$ cat src/rtl/pli_pkg.sv
`timescale 1ns / 1ps

package pli_pkg;

	localparam int MAX_POINTS = 64;
	localparam int ADDR_W     = $clog2(MAX_POINTS);
	localparam int CNT_W      = 7;
	localparam int DATA_W     = 32;
	localparam int PROD_W     = 2 * DATA_W;
	localparam int DIV_STEPS  = PROD_W / 2;   // two quotient bits per cycle
	localparam int DIV_CNT_W  = $clog2(DIV_STEPS);

	localparam logic ACT_LOAD  = 1'b0;
	localparam logic ACT_QUERY = 1'b1;

	localparam logic [1:0] ST_OK   = 2'd0;
	localparam logic [1:0] ST_SAT  = 2'd1;
	localparam logic [1:0] ST_FLAT = 2'd2;

	typedef struct packed {
		logic               action;
		logic [5:0]         point_index;
		logic signed [31:0] point_x;
		logic signed [31:0] point_y;
		logic signed [31:0] query_u;
	} pli_in_t;

	typedef struct packed {
		logic signed [31:0] interp_value;
		logic [1:0]         status;
	} pli_out_t;

	typedef enum logic [1:0] {
		RD_MID = 2'd0,
		RD_LO  = 2'd1,
		RD_HI  = 2'd2
	} pli_rd_sel_t;

	typedef struct packed {
		logic        write;
		logic        start;
		pli_rd_sel_t rd_sel;
		logic        step;
		logic        take_lo;
		logic        take_hi;
		logic        diff;
		logic        mul;
		logic        div_step;
		logic        load_out;
	} pli_cmd_t;

	typedef struct packed {
		logic search_done;
		logic div_last;
		logic flat;
	} pli_sts_t;

endpackage

$ cat src/rtl/pli_ctrl.sv
`timescale 1ns / 1ps

module pli_ctrl import pli_pkg::*; (
	input  logic     clk,
	input  logic     arst_n,
	input  logic     in_valid,
	output logic     in_ready,
	input  logic     in_action,
	output logic     out_valid,
	input  logic     out_ready,
	output pli_cmd_t cmd,
	input  pli_sts_t sts
);

	typedef enum logic [8:0] {
		S_IDLE   = 9'b000000001,
		S_SCHECK = 9'b000000010,
		S_SWAIT  = 9'b000000100,
		S_GETLO  = 9'b000001000,
		S_GETHI  = 9'b000010000,
		S_DIFF   = 9'b000100000,
		S_MUL    = 9'b001000000,
		S_DIV    = 9'b010000000,
		S_FIN    = 9'b100000000
	} state_t;

	state_t state_q, state_d;
	logic   out_valid_q;
	logic   out_free;

	assign out_free  = !out_valid_q || out_ready;
	assign out_valid = out_valid_q;

	always_comb begin
		state_d  = state_q;
		cmd      = '0;
		cmd.rd_sel = RD_MID;
		in_ready = 1'b0;
		case (state_q)
			S_IDLE: begin
				in_ready = 1'b1;
				if (in_valid) begin
					if (in_action == ACT_LOAD) begin
						cmd.write = 1'b1;
					end else begin
						cmd.start = 1'b1;
						state_d   = S_SCHECK;
					end
				end
			end
			S_SCHECK: begin
				if (sts.search_done) begin
					cmd.rd_sel = RD_LO;
					state_d    = S_GETLO;
				end else begin
					cmd.rd_sel = RD_MID;
					state_d    = S_SWAIT;
				end
			end
			S_SWAIT: begin
				cmd.step = 1'b1;
				state_d  = S_SCHECK;
			end
			S_GETLO: begin
				cmd.take_lo = 1'b1;
				cmd.rd_sel  = RD_HI;
				state_d     = S_GETHI;
			end
			S_GETHI: begin
				cmd.take_hi = 1'b1;
				state_d     = S_DIFF;
			end
			S_DIFF: begin
				cmd.diff = 1'b1;
				state_d  = S_MUL;
			end
			S_MUL: begin
				cmd.mul = 1'b1;
				state_d = sts.flat ? S_FIN : S_DIV;
			end
			S_DIV: begin
				cmd.div_step = 1'b1;
				if (sts.div_last) begin
					state_d = S_FIN;
				end
			end
			S_FIN: begin
				if (out_free) begin
					cmd.load_out = 1'b1;
					state_d      = S_IDLE;
				end
			end
			default: begin
				state_d = S_IDLE;
			end
		endcase
	end

	always_ff @(posedge clk or negedge arst_n) begin
		if (!arst_n) begin
			state_q     <= S_IDLE;
			out_valid_q <= 1'b0;
		end else begin
			state_q <= state_d;
			if (cmd.load_out) begin
				out_valid_q <= 1'b1;
			end else if (out_ready) begin
				out_valid_q <= 1'b0;
			end
		end
	end

endmodule

$ cat config.mk
export PLATFORM = sky130hd
export DESIGN_NAME = pli_ctrl
export DESIGN_NICKNAME = d
export VERILOG_FILES = /design/src/rtl/pli_pkg.sv /design/src/rtl/pli_ctrl.sv
export SDC_FILE = /design/constraint.sdc
export NUM_CORES = 1
export LEC_CHECK = 0
export ABC_AREA = 1
export BUFFER_PORTS_ARGS = -buffer_cell sky130_fd_sc_hd__buf_2
export CORE_ASPECT_RATIO = 0.9
export CORE_MARGIN = 3
export CORE_UTILIZATION = 40
export CTS_BUF_LIST = sky130_fd_sc_hd__clkbuf_4
export CTS_CLUSTER_SIZE = 10
export DETAILED_ROUTE_END_ITERATION = 7
export GPL_TIMING_DRIVEN = 0
export PLACE_DENSITY = 0.72
export SLEW_MARGIN = 10
export SYNTH_ARGS = -nofsm -noshare
export SYNTH_HDL_FRONTEND = slang
export SYNTH_SLANG_ARGS = --single-unit
$ cat constraint.sdc
create_clock -name clk -period 1.71 [get_ports clk]
set_input_delay 0.2565 -clock clk [delete_from_list [all_inputs] [get_ports clk]]
set_output_delay 0.2565 -clock clk [all_outputs]
set_load 0.005 [all_outputs]
==> reports/qor.yml, run 1 <==
sta:
  setup_viol: 0
  clock_skew_ns: 0.00723
  maxSlewHeadroom_pct: 84.4
  fin_tns_setup_ns: 0
  rsz0062_at_grt: "yes"
  fmax_ghz: 0.595
  slew_viol_final: 0
  min_period_ns: 1.68
  hold_viol: 0
  period_share_pct: 98.2
  hold_slack_ns: 0.144
  tightest_slew_ns: 0.234
route:
  viasPerCell: 4.59
  dr.pass1.iters: 4
  via_count: 647
  drt_wl_total_um: 1510
  drc: 0
  wire_per_inst_um: 10.7
  antenna_left: 0
  drt_iter0_markers: 10
setup_path:
  cp_max_fo: 4
  arrival_ns: 1.42
  cp-end-kind: "output pin"
  r2r-start: "state_q[5]"
  crit_required_ns: 1.45
  timing.rr.end: "state_q[8]"
  cp-start-kind: "register"
  rrSetupSlack_ns: 0.15
  crit_type: "reg2out"
  ff2ff_path_depth: 10
pwr:
  power_mw: 0.942
  p_leak_nw: 0.586
  peakVddDrop_mv: 0.581
  powerDensity_nw_per_um2: 1110
status:
  status: "completed"
clock_tree:
  h-tree-depth: 1
  clk_latency_ns: 0.27
  cts-root-buf: "clkbuf_4"
  clkSlewWorstSetupHoldPaths_ns: 0.07
  cts_buffers: 3
  clock-sinks: 10
  cts_buffer_depth: 2
  cts_tree: "done"
logic_synthesis:
  netlist_instances: 98
  synthesis.nets: 106
  yosys_warnings: 0
  yosysSeqAreaShare_pct: 39.6
  syn_area_per_cell_um2: 6.47
  ys_ff_latch: 10
  syn_area_um2: 634
  synth_cell_types: 16
die:
  start_util_pct: 46.9
  die-area_um2: 2100
  coreArea_um2: 1350
  core.rowCount: 12
  fp.dieH_um: 43.8
  pin_count: 21
  die_w_um: 48.0
cells_and_area:
  final_area_um2: 850
  final_common_cell: "inv_1"
  final_cell_mix: "inv_1 (21), buf_2 (20), nor2_1 (19)"
  layout-drive-gt1-share_pct: 37.8
  fin_cells: 141
  syn_to_final_growth_pct: 33.9
  finalNetCount: 136
  n_antenna_cell: 0
placed_design:
  place_area_um2: 752
  gp_congestion: 0.818
  io_buffers: 20
  dp.cells: 132
  place_hpwl_um: 1170
grt:
  overflow: 0
  antenna_found_initial: 0
  grt_max_degree: 11
  grt_usage_pct: 17.6
  grt_pass1_wl_um: 2680
  grt_pass1_vias: 645
hold_path:
  hold_path.class: "in2reg"
  worstHoldEndpoint: "state_q[2]"
  holdPathStages: 2
  hp-start: "sts[2]"
run:
  max_cap_viol_count: 0
metrics by stage:
stage               setup slack [ns]  utilization (%)
floorplan                      0.437                -
global placement               0.316             55.6
detailed placement             0.256             55.6
CTS                          0.00731             60.6
global route                 -0.0528             62.9
finish                        0.0304             62.9
area by class of cell:
type                    count  area, um^2
plain buffers               1        7.51
clock buffers               4        30.0
fillers                   125         502
inverters                  25        93.8
multi-input cells          62         309
flip-flops and latches     10         251
well taps                  14        17.5
repair buffers             25         140
metal layers:
metal	GRT usage [%]	vias up	routed length [um]
met5	0	-	0
met4	4.84	0	12
met3	4.98	2	45
met2	27.2	10	779
met1	23.6	287	673
li1	-	348	-
where the power goes:
part	internal, mW	total (mW)	switching [mW]
sequential	0.276	0.309	0.0328
clock	0.106	0.192	0.0861
combinational	0.201	0.441	0.240
cell usage after synthesis:
library cell  count  area, um^2
nor3_2            1        10.0
nor2_1           21        78.8
dfrtp_1           9         225
inv_2             3        11.3
nand2_2           3        18.8
nor3b_1           1        7.51
inv_1            22        82.6
nor2_2            3        18.8
nand3b_1          1        7.51
buf_4             1        7.51
nand3_1           9        45.0
nand2_1          19        71.3
nor3_1            1        5.00
o21ai_0           2        10.0
a21oi_2           1        8.76
dfstp_2           1        26.3
sequential cells by signal, indices dropped and copies added, names as in the netlist:
name	cells
state_q	9
out_valid	1
cells by family after synthesis:
group                  count (synthesis)  share of synthesized area (%)
AO/OA/AOI/OAI                          3                           2.96
buffers and inverters                 26                           16.0
flip-flops                            10                           39.6
AND/OR/NAND/NOR                       59                           41.4
worst max-delay path, stage by stage, from the launching register on:
cell and delay, ns:
dfrtp_1 0.42, nor2_1 0.13, nand2_1 0.10, inv_2 0.11, nand2_2 0.09, inv_2 0.07
nand2_2 0.05, nor2_2 0.08, buf_2 0.12
worst max-delay path by stage:
| stage | from | endpoint | slack, ns | cells past startpoint |
|---|---|---|---|---|
| after floorplan | state_q[0] | cmd[10] | 0.44 | 6 |
| after global placement | state_q[0] | cmd[9] | 0.32 | 7 |
| after detailed placement | state_q[0] | cmd[10] | 0.26 | 7 |
| after CTS | state_q[0] | cmd[10] | 0.007 | 7 |
| after global routing | state_q[5] | cmd[9] | -0.05 | 8 |
| final | state_q[5] | cmd[10] | 0.03 | 8 |
repair_timing:
item,CTS,global route
pin swaps,3,4
hold buffers,1,0
resized for setup,5,3
hold endpoints to repair,9,0
setup endpoints to repair,2,6
cloned,0,0
buffers inserted,2,2
(Power assumes the default switching activity.)
==> run 2: changes to the inputs <==
Settings changed: CORE_ASPECT_RATIO 0.9 to default, CORE_UTILIZATION 40 to 45, PLACE_DENSITY 0.72 to 0.78.
==> run 2 against run 1 <==
Critical path depth down 1. Clock skew down 0.0067 ns. Global-route usage down 1.2 points. Wire length down 6.6%. Utilization up 5.5 points. Sequential cell count unchanged. Design area down 2.1%. Clock-buffer cell count unchanged. Die area down 9.7%. Sequential power about the same. Critical path type unchanged.
==> reports/qor.yml, run 2 (same netlist as run 1, synthesis figures left out) <==
route:
  wire_per_inst_um: 10.1
  drt_iter0_markers: 20
  drc: 0
  viasPerCell: 4.75
  dr.pass1.iters: 4
  drt_wl_total_um: 1410
  via_count: 665
  antenna_left: 0
run:
  max_cap_viol_count: 0
cells_and_area:
  nFillCells: 107
  final_common_cell: "inv_1"
  n_antenna_cell: 0
  syn_to_final_growth_pct: 31.2
  fin_cells: 140
  final_area_um2: 832
  largest_reg_flops: 9
  layout-drive-gt1-share_pct: 36.5
  final_cell_mix: "inv_1 (21), buf_2 (20), nor2_1 (19)"
  regMostFlops: "state_q"
  finalNetCount: 135
sta:
  maxSlewHeadroom_pct: 85.4
  hold_viol: 0
  slew_viol_final: 0
  fin_tns_setup_ns: 0
  setup_viol: 0
  clock_skew_ns: 0.000524
  min_period_ns: 1.68
  tightest_slew_ns: 0.218
  rsz0062_at_grt: "yes"
  fmax_ghz: 0.595
  period_share_pct: 98.3
die:
  die_w_um: 43.5
  pin_count: 21
  core.rowCount: 12
  die-area_um2: 1900
  fp.dieH_um: 43.5
  coreArea_um2: 1220
  start_util_pct: 52.2
grt:
  antenna_found_initial: 0
  grt_pass1_vias: 590
  grt_usage_pct: 16.5
  grt_pass1_wl_um: 2350
  grt_max_degree: 11
  overflow: 0
pwr:
  intPower_mw: 0.549
  swShare_pct: 37.5
  peakVddDrop_mv: 0.619
  p_leak_nw: 0.579
  pwr-share-seq_pct: 34.9
  p_comb_share_pct: 43.6
  powerDensity_nw_per_um2: 1050
  power_mw: 0.877
  p_sw_mw: 0.329
  clockPowerShare_pct: 21.5
clock_tree:
  clkSlewWorstSetupHoldPaths_ns: 0.06
  clock-sinks: 10
  cts_buffer_depth: 2
  cts_buffers: 3
  h-tree-depth: 1
  cts-root-buf: "clkbuf_4"
  clk_latency_ns: 0.27
  cts_tree: "done"
placed_design:
  dp.cells: 132
  io_buffers: 20
  place_area_um2: 752
  gp_congestion: 0.844
  place_hpwl_um: 1140
setup_path:
  crit_type: "reg2out"
  cp-start-kind: "register"
  cp_max_fo: 4
  arrival_ns: 1.42
  crit_required_ns: 1.45
  cp-end-kind: "output pin"
status:
  status: "completed"
hold_path:
  hold_path.class: "in2reg"
## run 2: cell types whose count changed in the layout (fill, tap and decap cells not counted)
cell,previous run,this run
buf_4,5,4
nand3_1,6,7
nand3_2,3,2
nor2_2,4,5
nor2_4,1,0
## run 2: critical path, stage by stage, from the launching register on
cell and delay (ns):
dfstp_2 0.57, nand3_2 0.08, nor2_2 0.12, nand2_2 0.07
inv_2 0.06, nand2_2 0.05, nor2_2 0.10, buf_2 0.11
## run 2: area by class of cell
| class | instances | area [um^2] | area share [%] |
|---|---|---|---|
| multi-input cells | 62 | 299 | 35.9 |
| flip-flops and latches | 10 | 251 | 30.2 |
| repair buffers | 24 | 133 | 15.9 |
| inverters | 25 | 93.8 | 11.3 |
| clock buffers | 4 | 30.0 | 3.61 |
| well taps | 14 | 17.5 | 2.11 |
| plain buffers | 1 | 7.51 | 0.902 |
## run 2: metal layers
layer | GRT usage (%) | wire (um) | vias to the layer above
met4 | 7.23 | 22 | 0
met1 | 20.9 | 598 | 290
li1 | - | - | 343
met2 | 27.3 | 676 | 29
met3 | 2.49 | 114 | 3
met5 | 0 | 0 | -
## run 2: power groups by stage
stage	Clock [mW]	Combinational, mW	Sequential [mW]
2_1_floorplan	0	0.241	0.303
3_3_place_gp	0	0.313	0.308
3_5_place_dp	0	0.327	0.309
4_1_cts	0.191	0.329	0.304
5_1_grt	0.205	0.433	0.311
6_report	0.189	0.383	0.306
## run 2: stage by stage
stage	hold slack, ns	utilization (%)	setup slack (ns)
5_1_grt	0.158	68.4	-0.0504
2_1_floorplan	-0.0391	-	0.437
4_1_cts	0.140	65.1	0.00114
3_3_place_gp	0.128	61.8	0.350
6_report	0.146	68.4	0.0293
3_5_place_dp	0.125	61.8	0.286
## run 2: what timing repair did
item	CTS	global route
gates resized for setup	0	6
buffers inserted	0	3
hold endpoints to repair	9	0
hold buffers	1	0
setup endpoints to repair	0	4
## run 2: worst paths after layout
check,end,start,cells after the start,slack [ns]
max,cmd[9],state_q[0],7,0.03
min,state_q[2],sts[2],2,0.15
max reg2reg,state_q[8],state_q[0],8,0.25
min reg2reg,out_valid,out_valid,2,0.56
max in group asynchronous,state_q[0],arst_n,2,1.08
min in group asynchronous,state_q[7],arst_n,2,0.37
